$ cat config.mk
export PLATFORM = sky130hd
export DESIGN_NAME = bffa_ram
export DESIGN_NICKNAME = d
export VERILOG_FILES = /design/src/hw/rtl/bffa_ram.sv
export SDC_FILE = /design/constraint.sdc
export NUM_CORES = 2
export LEC_CHECK = 0
export BUFFER_PORTS_ARGS = -buffer_cell sky130_fd_sc_hd__clkbuf_2
export CORE_MARGIN = 4
export CORE_UTILIZATION = 50
export DETAILED_ROUTE_END_ITERATION = 8
export HOLD_SLACK_MARGIN = 0.08
export PLACE_DENSITY = 0.68
export SLEW_MARGIN = 10
export SYNTH_ARGS = -nofsm -noshare
export SYNTH_HDL_FRONTEND = slang
export SYNTH_SLANG_ARGS = --single-unit
$ cat constraint.sdc
create_clock -name clk -period 4.8 [get_ports clk]
set_clock_uncertainty 0.2 [all_clocks]
set_input_delay 0.24 -clock clk [delete_from_list [all_inputs] [get_ports clk]]
set_output_delay 0.24 -clock clk [all_outputs]
set_load 0.03 [all_outputs]
$ cat src/hw/rtl/bffa_ram.sv
`default_nettype none
module bffa_ram #(
  parameter int WIDTH = 32,
  parameter int DEPTH = 128,
  parameter int ADDR_W = (DEPTH > 1) ? $clog2(DEPTH) : 1
) (
  input  logic              clk,
  input  logic              we,
  input  logic [ADDR_W-1:0] waddr,
  input  logic [WIDTH-1:0]  wdata,
  input  logic [ADDR_W-1:0] raddr,
  output logic [WIDTH-1:0]  rdata
);

  logic [WIDTH-1:0] mem [DEPTH];

  always_ff @(posedge clk) begin
    if (we) begin
      mem[waddr] <= wdata;
    end
    rdata <= mem[raddr];
  end

endmodule
`default_nettype wire

==> reports/metrics.cfg <==
[synthesis]
synth-async-reset-ratio_pct=0
syn_nets=6038
yosysUniqueCellTypes=17
ys_ff_latch=4128
synth.area.top_cells=edfxtp_1 (79%), mux4_2 (19%), clkbuf_1 (0.44%), dfxtp_1 (0.41%), nor2_1 (0.29%)
synth_adder_area_share_pct=0
seq_area_frac_synth_pct=79.1
synth.most_common_cell=edfxtp_1
synthMuxAreaShare_pct=19.6
ys.flop_type=edfxtp_1
synthSimpleGateAreaFrac_pct=0.446
synth_top_family_by_area=multiplexers
synth_top_area_share_pct=78.7
yosys.area.top_type=edfxtp_1
avgSynthCellArea_sq_um=26.1
synth_xor_area_share_pct=0
yosys_warnings=0
syn_inst=5990
synth_edf_count=4096
syn_area_sq_um=156000
synth_compound_area_share_pct=0
netlist_top_cells_count=edfxtp_1 (4,096), mux4_2 (1,344), clkbuf_1 (182), nor2_1 (122), buf_2 (79)

[finish]
finalNetCount=6571
fillers=21500
area_growth_pct=14.3
final_layout_size_suffix_gt1_share_pct=36.0
finalInstanceArea_sq_um=179000

[sta]
finalSetupViolations=0
maxClockFrequency_mhz=293
final.setup.tns_ns=0
fin_crit_ns=3.41
finalCritPeriodShare_pct=71.1
tightest_slew_ns=1.22
rsz0062_at_grt=no
hold_violations=0
hold_ws_ns=0.116
slew-limit-headroom_pct=18.9
slew_violations=0

[global_routing]
overflow=0
track_usage_pct=25.4
grt_start_max_net_pins=97
antenna_found_initial=63
grt_pass1_vias=72400
grt_pass1_wl_mm=572

[outcome]
run_status=finished clean

[drt]
drtPass1Iterations=6
dr_total_vias=72000
drt_iter0_markers=11400
drcViolationCount=0
avgRoutedWirePerCell_microns=36.9
antenna_left=0
vias_per_cell=6.52
wl_mm=408

[clocking]
cts_buffer_depth=4
htreeDepth=5
cts_buffers=404
cts-resized-gates=0
clkLatencyLatePin_ns=0.97
cts.sinks=4128
cts_tree=yes
cts_root_buf=clkbuf_16
cts.clk_slew.worst_paths_ns=0.06

[min_path]
min_path_type=input port to flip-flop

[run]
cap_violations=0

[setup_path]
cp.required_ns=5.20
cp-end-kind=flip-flop
crit_path_start_kind=input port
rrSetupSlack_ns=1.95
arrival_ns=3.81
critPathMaxFanout=16
worstSetupPathType=input port to flip-flop

[die]
die_h_microns=567
rows=205
start_util_pct=50.1
coreArea_sq_um=312000
io-pin-count=80
die-area_sq_um=322000
die_w_microns=567

[placed_design]
hpwl_mm=228
io_buffers=79
place_area_sq_um=165000
routabilityCongestion=0.864

[pwr]
p_leak_nw=54.8
p_total_mw=75.3
max-vdd-ir-drop_mv=0.317
p_per_area_nw_per_um2=421

-- path summary, 6_finish.rpt --
kind | cells past startpoint | from | end
worst max-delay path | 6 | waddr[6] | mem[71][12]$_DFFE_PP_
worst min-delay path | 4 | raddr[4] | rdata[21]$_DFF_P_
worst max register to register | 4 | mem[45][21]$_DFFE_PP_ | rdata[21]$_DFF_P_
worst min register to register | 4 | mem[86][17]$_DFFE_PP_ | rdata[17]$_DFF_P_
-- what timing repair did --
| item | CTS | global route |
|---|---|---|
| setup buffers | 0 | 0 |
| hold endpoints to repair | 2574 | 0 |
| hold buffers | 46 | 0 |
-- area by class of cell --
type                            count  area, sq um  area share (%)
Timing Repair Buffer              443         4320            2.42
Clock inverter                    236         2450            1.37
Multi-Input combinational cell   1546        32300            18.1
Sequential cell                  4128       124000            69.2
Clock buffer                      514        10600            5.96
Tap cell                         4140         5180            2.90
Antenna cell                       40          100          0.0560
-- cell families after synthesis --
group,after synthesis
buffers and inverters,316
muxes,1376
and+or+nand+nor,170
DFF,4128
-- flip-flops by register name, summed over array words and instances, names as in the netlist --
name   cells
mem     4096
rdata     32
-- routing by layer --
layer	share of wire, %	routed length (microns)	GRT usage, %	up-vias
met4	4.0	16200	9.55	20
met3	12	49200	5.87	662
met2	47	192000	38.7	4754
met5	0.033	133	0	-
li1	-	-	-	27500
met1	37	150000	36.4	39100
-- worst max-delay path, cell delays in order --
cell           delay (ns)
dlygate4sd3_1        0.65
clkbuf_2             0.33
nor2b_1              0.53
nand2_1              0.69
nor2_4               0.95
buf_4                0.38
-- cell usage in the layout, fill, tap and decap left out, types with 32 or more instances in the layout --
cell type / instances
nor2_4: 119
buf_12: 76
clkinv_1: 89
bufinv_16: 36
clkbuf_2: 40
clkbuf_1: 99
diode_2: 40
mux2_2: 32
buf_4: 277
dfxtp_1: 32
dlygate4sd3_1: 46
edfxtp_1: 4096
clkbuf_16: 405
clkinv_2: 70
mux4_2: 1344
-- through the flow --
step,setup slack (ns),utilization [%],std cells
3_3_place_gp,0.853,52.9,10200
3_5_place_dp,0.836,52.9,10200
2_1_floorplan,1.12,-,5990
5_1_grt,1.33,57.3,11000
4_1_cts,1.54,57.3,11000
6_report,1.39,57.3,11000
-- report_power, final --
group	internal, mW	switching, mW
Combinational	1.53	2.52
Clock	17.7	13.5
Sequential	39.8	0.195
No activity file was read; power rests on OpenSTA's default activity.
