File: src/hw/rtl/bffa_pkg.sv
`default_nettype none
package bffa_pkg;

  localparam int MEMORY_UNITS = 4096;

  localparam int WORD_W    = 32;
  localparam int BIT_W     = $clog2(WORD_W);
  localparam int WORDS     = (MEMORY_UNITS + WORD_W - 1) / WORD_W;
  localparam int WADDR_W   = (WORDS > 1) ? $clog2(WORDS) : 1;
  localparam int AW        = WADDR_W + 1;
  localparam int LOG_UNITS = $clog2(MEMORY_UNITS);

  localparam int LEN_W  = 8;
  localparam int BASE_W = 12;
  localparam int UW     = ((LOG_UNITS > BASE_W) ? LOG_UNITS : BASE_W) + 1;
  localparam int RUN_W  = BIT_W + 1;
  localparam int TOT_W  = LEN_W + 1;

  localparam int BASE_WORDS = (1 << BASE_W) / WORD_W;
  localparam int LAST_BITS  = MEMORY_UNITS - (WORDS - 1) * WORD_W;
  localparam logic [WORD_W-1:0] LAST_MASK = {WORD_W{1'b1}} >> (WORD_W - LAST_BITS);

  localparam logic [BASE_W-1:0] RESERVED_RESET = 12'd24;

  localparam logic [1:0] STAT_DONE     = 2'd0;
  localparam logic [1:0] STAT_NO_SPACE = 2'd1;
  localparam logic [1:0] STAT_BAD_FREE = 2'd2;

  localparam logic OP_ALLOC = 1'b0;
  localparam logic OP_FREE  = 1'b1;

  typedef enum logic [2:0] {
    ST_CLEAR,
    ST_IDLE,
    ST_SCAN,
    ST_MARK,
    ST_RESP
  } fsm_t;

  typedef struct packed {
    logic          clear;
    logic          valid;
    logic [AW-1:0] word;
  } scan_ctl_t;

  typedef struct packed {
    logic              valid;
    logic              hit;
    logic              last;
    logic [BASE_W-1:0] base;
  } scan_res_t;

endpackage
`default_nettype wire

File: src/hw/rtl/bffa_scan.sv
`default_nettype none
module bffa_scan (
  input  logic                                clk,
  input  logic                                rst,
  input  bffa_pkg::scan_ctl_t                 ctl,
  input  logic [bffa_pkg::WORD_W-1:0]         data,
  input  logic [bffa_pkg::LEN_W-1:0]          len,
  input  logic [bffa_pkg::BASE_W-1:0]         rsv,
  output bffa_pkg::scan_res_t                 res
);
  import bffa_pkg::*;

  logic [WORD_W-1:0] free_bits;
  logic [RUN_W-1:0]  zpos     [WORD_W];
  logic [RUN_W-1:0]  run_next [WORD_W];

  logic              s1_v;
  logic [AW-1:0]     s1_word;
  logic              s1_wst;
  logic [RUN_W-1:0]  s1_run [WORD_W];

  logic [LEN_W-1:0]  carry;
  logic [BASE_W-1:0] cstart;

  logic [WORD_W-1:0] ext;
  logic [WORD_W-1:0] hit;
  logic [TOT_W-1:0]  total [WORD_W];
  logic [BIT_W-1:0]  hidx;
  logic              found;
  logic [RUN_W-1:0]  jpos;
  logic [RUN_W-1:0]  tail;
  logic [UW-1:0]     unit_u;
  logic [UW-1:0]     tail_u;
  logic [BASE_W-1:0] base_at;

  // stage 1: free map of the word and the free run ending at each bit
  always_comb begin
    free_bits = ~data;
    if (32'(ctl.word) == 32'(rsv[BASE_W-1:BIT_W])) begin
      free_bits = free_bits & ({WORD_W{1'b1}} << rsv[BIT_W-1:0]);
    end
    if (32'(ctl.word) == 32'(WORDS - 1)) begin
      free_bits = free_bits & LAST_MASK;
    end
    for (int i = 0; i < WORD_W; i++) begin
      zpos[i] = '0;
      for (int j = 0; j <= i; j++) begin
        if (!free_bits[j]) begin
          zpos[i] = RUN_W'(j + 1);
        end
      end
      run_next[i] = RUN_W'(i + 1) - zpos[i];
    end
  end

  always_ff @(posedge clk) begin
    if (rst || ctl.clear) begin
      s1_v <= 1'b0;
    end else begin
      s1_v <= ctl.valid;
    end
    s1_word <= ctl.word;
    s1_wst  <= (32'(ctl.word) < 32'(BASE_WORDS));
    for (int i = 0; i < WORD_W; i++) begin
      s1_run[i] <= run_next[i];
    end
  end

  // stage 2: join with the run carried from earlier words, pick the first fit
  always_comb begin
    for (int i = 0; i < WORD_W; i++) begin
      ext[i] = (s1_run[i] == RUN_W'(i + 1));
      if (ext[i]) begin
        if (carry != '0) begin
          total[i] = TOT_W'(carry) + TOT_W'(i + 1);
        end else begin
          total[i] = s1_wst ? TOT_W'(i + 1) : '0;
        end
      end else begin
        total[i] = s1_wst ? TOT_W'(s1_run[i]) : '0;
      end
      hit[i] = (total[i] >= TOT_W'(len));
    end
    hidx = '0;
    for (int i = WORD_W - 1; i >= 0; i--) begin
      if (hit[i]) begin
        hidx = BIT_W'(i);
      end
    end
    found   = |hit;
    jpos    = RUN_W'(hidx) + RUN_W'(1) - s1_run[hidx];
    unit_u  = UW'({s1_word, jpos[BIT_W-1:0]});
    base_at = (ext[hidx] && carry != '0) ? cstart : unit_u[BASE_W-1:0];
    tail    = RUN_W'(WORD_W) - s1_run[WORD_W-1];
    tail_u  = UW'({s1_word, tail[BIT_W-1:0]});
  end

  always_ff @(posedge clk) begin
    if (rst || ctl.clear) begin
      carry <= '0;
    end else if (s1_v && !found) begin
      carry <= total[WORD_W-1][LEN_W-1:0];
    end
    if (s1_v && !found && !(ext[WORD_W-1] && carry != '0)) begin
      cstart <= tail_u[BASE_W-1:0];
    end
  end

  assign res.valid = s1_v;
  assign res.hit   = found;
  assign res.last  = (32'(s1_word) == 32'(WORDS - 1));
  assign res.base  = base_at;

endmodule
`default_nettype wire

File: config.mk
export PLATFORM = sky130hd
export DESIGN_NAME = bffa_scan
export DESIGN_NICKNAME = d
export VERILOG_FILES = /design/src/hw/rtl/bffa_pkg.sv /design/src/hw/rtl/bffa_scan.sv
export SDC_FILE = /design/constraint.sdc
export NUM_CORES = 1
export LEC_CHECK = 0
export ABC_AREA = 0
export BUFFER_PORTS_ARGS = -buffer_cell sky130_fd_sc_hd__buf_2
export CAP_MARGIN = 20
export CORE_UTILIZATION = 52
export DETAILED_ROUTE_END_ITERATION = 7
export GPL_ROUTABILITY_DRIVEN = 0
export PLACE_DENSITY = 0.69
export SLEW_MARGIN = 5
export SYNTH_ARGS = -nofsm -noshare
export SYNTH_HDL_FRONTEND = slang
export SYNTH_SLANG_ARGS = --single-unit
File: constraint.sdc
create_clock -name clk -period 18.5 [get_ports clk]
set_input_delay 1.85 -clock clk [delete_from_list [all_inputs] [get_ports clk]]
set_output_delay 1.85 -clock clk [all_outputs]
set_load 0.01 [all_outputs]
==> impl_metrics.ini <==
[outcome]
outcome = finished clean

[clock_tree]
htree_levels = 4
cts_setup_buffers = 0
root_buffer = clkbuf_16
cts_resized = 0
numCtsBuffers = 17
worstSkewPairLatency_ps = 470
clock_sinks = 197
clockBufferDepth = 2
clk_pin_slew_ps = 100
cts.hold.buffers_added = 0
cts_tree = built

[sta]
skew_ps = 23.7
setup_viol = 0
setup_tns_ps = 0
fin_crit_ps = 12770
slew_headroom_pct = 21.8
rsz0062_at_grt = no
worstMarginPinSlew_ps = 1160
whs_ps = 466
final_hold_viol_count = 0
max_freq_mhz = 78.3
setup_slack_ps = 5730
min_period_over_period_pct = 69.0
maxSlewViolCount = 0

[power]
p_leak_nw = 9.88
vdd_drop_max_mv = 0.110
power_density_mw_per_mm2 = 65.4
p_total_mw = 1.44

[detailed_routing]
drt_pass1_iterations = 8
drc = 0
via_count = 21146
viasPerCell = 6.86
wl_per_cell_um = 26.7
postRouteAntennaNets = 0
drt-initial-drc-count = 2551
drt_wl_total_um = 82100

[setup_path]
rr_endpoint = cstart[9]
cp_slowest_stage_delay_ps = 1030
cp.required_ps = 16650
reg2reg_from = carry[4]
arrival_ps = 10920
endpoint_kind = output pin
startpoint = carry[4]
cp_max_fo = 59
r2r_cells = 16
start_kind = flip-flop
cpMaxStageDelayCell = dfxtp_1
cp_common_cell = ha_1
crit_end = res[4]
worst-r2r-setup-slack_ps = 10080
crit_type = flip-flop to output pin

[hold_path]
hp-class = flip-flop to flip-flop

[final_layout]
num_antenna_cells = 0
layout.cells.non_filler = 3081
drive_gt1_share_pct = 9.79
finalNetCount = 2928
post-route-util_pct = 56.7
final_area_mm2 = 0.0220
area_delta_synth_final_pct = 7.14

[global_routing]
grt_pass1_wl_um = 121000
globalRouteOverflowTotal = 0
grt_pass1_vias = 19819
track_usage_pct = 39.6
antenna_found_initial = 1
grt_max_degree = 66

[placed_design]
io_buffers = 78
place_inst = 3049
pre_cts_slack_ps = 6690
dpl.hpwl_um = 61000
place_area_mm2 = 0.0214

[logic_synthesis]
ys_ff_latch = 197
synth_commonest_cells = ha_1, nand2_1, nor2_1, dfxtp_1, a21oi_1
synth_area_leaders = ha_1, dfxtp_1, mux2i_1
async_flop_share_pct = 0
synth_cells = 2515
netlist.area_leader.share_pct = 19.1
synth_flop_cell = dfxtp_1
synth_cell_types = 113
syn_area_per_cell_um2 = 8.17
yosys_warnings = 0
yosysSeqAreaShare_pct = 19.8
syn-cell-area_mm2 = 0.0205
synth_area_leader_cell = ha_1
synth_edf_count = 12
synthMostInstantiatedCell = ha_1

[floorplanning]
start_util_pct = 52.9
ios = 79
rows = 72
core_mm2 = 0.0388
die_h_um = 201
die_width_um = 201
fp.dieArea_mm2 = 0.0403

[run]
cap_violations = 0
-- layer usage --
| metal | global-route usage [%] | up-vias | wire length (um) |
|---|---|---|---|
| met5 | 0 | - | 0 |
| met4 | 27.1 | 0 | 6360 |
| met3 | 12.6 | 401 | 11400 |
| met2 | 58.7 | 1612 | 33500 |
| met1 | 48.9 | 9814 | 30900 |
| li1 | - | 9319 | - |
-- critical path, delay by kind of cell (launching register included) --
kind                       cells  cell delay [ps]
DFF                            1             1030
AOI/OAI and AO/OA             15             3810
adders and majority gates      4             1440
buffers and inverters          4             1990
xor gates and xnor gates       1              180
and+or+nand+nor                7             1910
-- layout by cell type (no fill, tap or decap), types with 37 or more instances in the layout --
master | Yosys | routed
xor2_1 | 64 | 64
o21ai_0 | 150 | 150
o22ai_1 | 49 | 49
nor2_1 | 224 | 223
a21oi_1 | 158 | 158
a31oi_1 | 37 | 37
a21o_1 | 43 | 43
inv_1 | 80 | 80
xnor2_1 | 88 | 88
ha_1 | 313 | 313
nand2_1 | 245 | 244
nand3_1 | 68 | 68
buf_4 | 4 | 40
buf_2 | 22 | 78
mux2i_1 | 147 | 147
dfxtp_1 | 185 | 182
-- layout make-up --
| cell class | count | area (um^2) |
|---|---|---|
| Clock buffer | 19 | 443 |
| Clock inverter | 13 | 144 |
| Fill cell | 3601 | 16800 |
| Inverter | 92 | 350 |
| Multi-Input combinational cell | 2124 | 15700 |
| Sequential cell | 197 | 4070 |
| Tap cell | 518 | 648 |
| Timing Repair Buffer | 118 | 691 |
-- registers in the layout (all words and copies together), names as in the netlist --
| signal | count |
|---|---|
| s1_v | 1 |
| s1_wst | 1 |
| s1_word | 8 |
| cstart | 12 |
| carry | 8 |
| s1_run | 167 |
-- kinds of logic (layout without fill, tap and decap cells) --
| logic type | Yosys count | count (layout) | synth area share, % |
|---|---|---|---|
| mux | 173 | 173 | 9.12 |
| fa+ha+maj | 314 | 314 | 19.2 |
| other cells | 1 | 19 | 0.0183 |
| xor+xnor | 152 | 152 | 6.48 |
| compound gates | 673 | 673 | 22.0 |
| buf+inv | 212 | 242 | 4.41 |
| simple gates | 793 | 793 | 19.1 |
| flops | 197 | 197 | 19.8 |
-- worst min-delay path by stage --
stage / from / slack [ps] / to / cells after the start
4_1_cts: s1_word[1] / 470 / cstart[6] / 0
5_1_grt: s1_word[1] / 480 / cstart[6] / 0
3_3_place_gp: s1_word[4] / 450 / cstart[9] / 0
3_5_place_dp: s1_word[2] / 450 / cstart[7] / 0
2_1_floorplan: s1_word[6] / 430 / cstart[11] / 0
6_report: s1_word[1] / 470 / cstart[6] / 0
-- where the power goes --
part	switching (mW)	internal, mW	total [mW]
Combinational	0.318	0.227	0.545
Sequential	0.0522	0.458	0.510
Clock	0.190	0.195	0.385
Power figures use the tool's default switching activity.
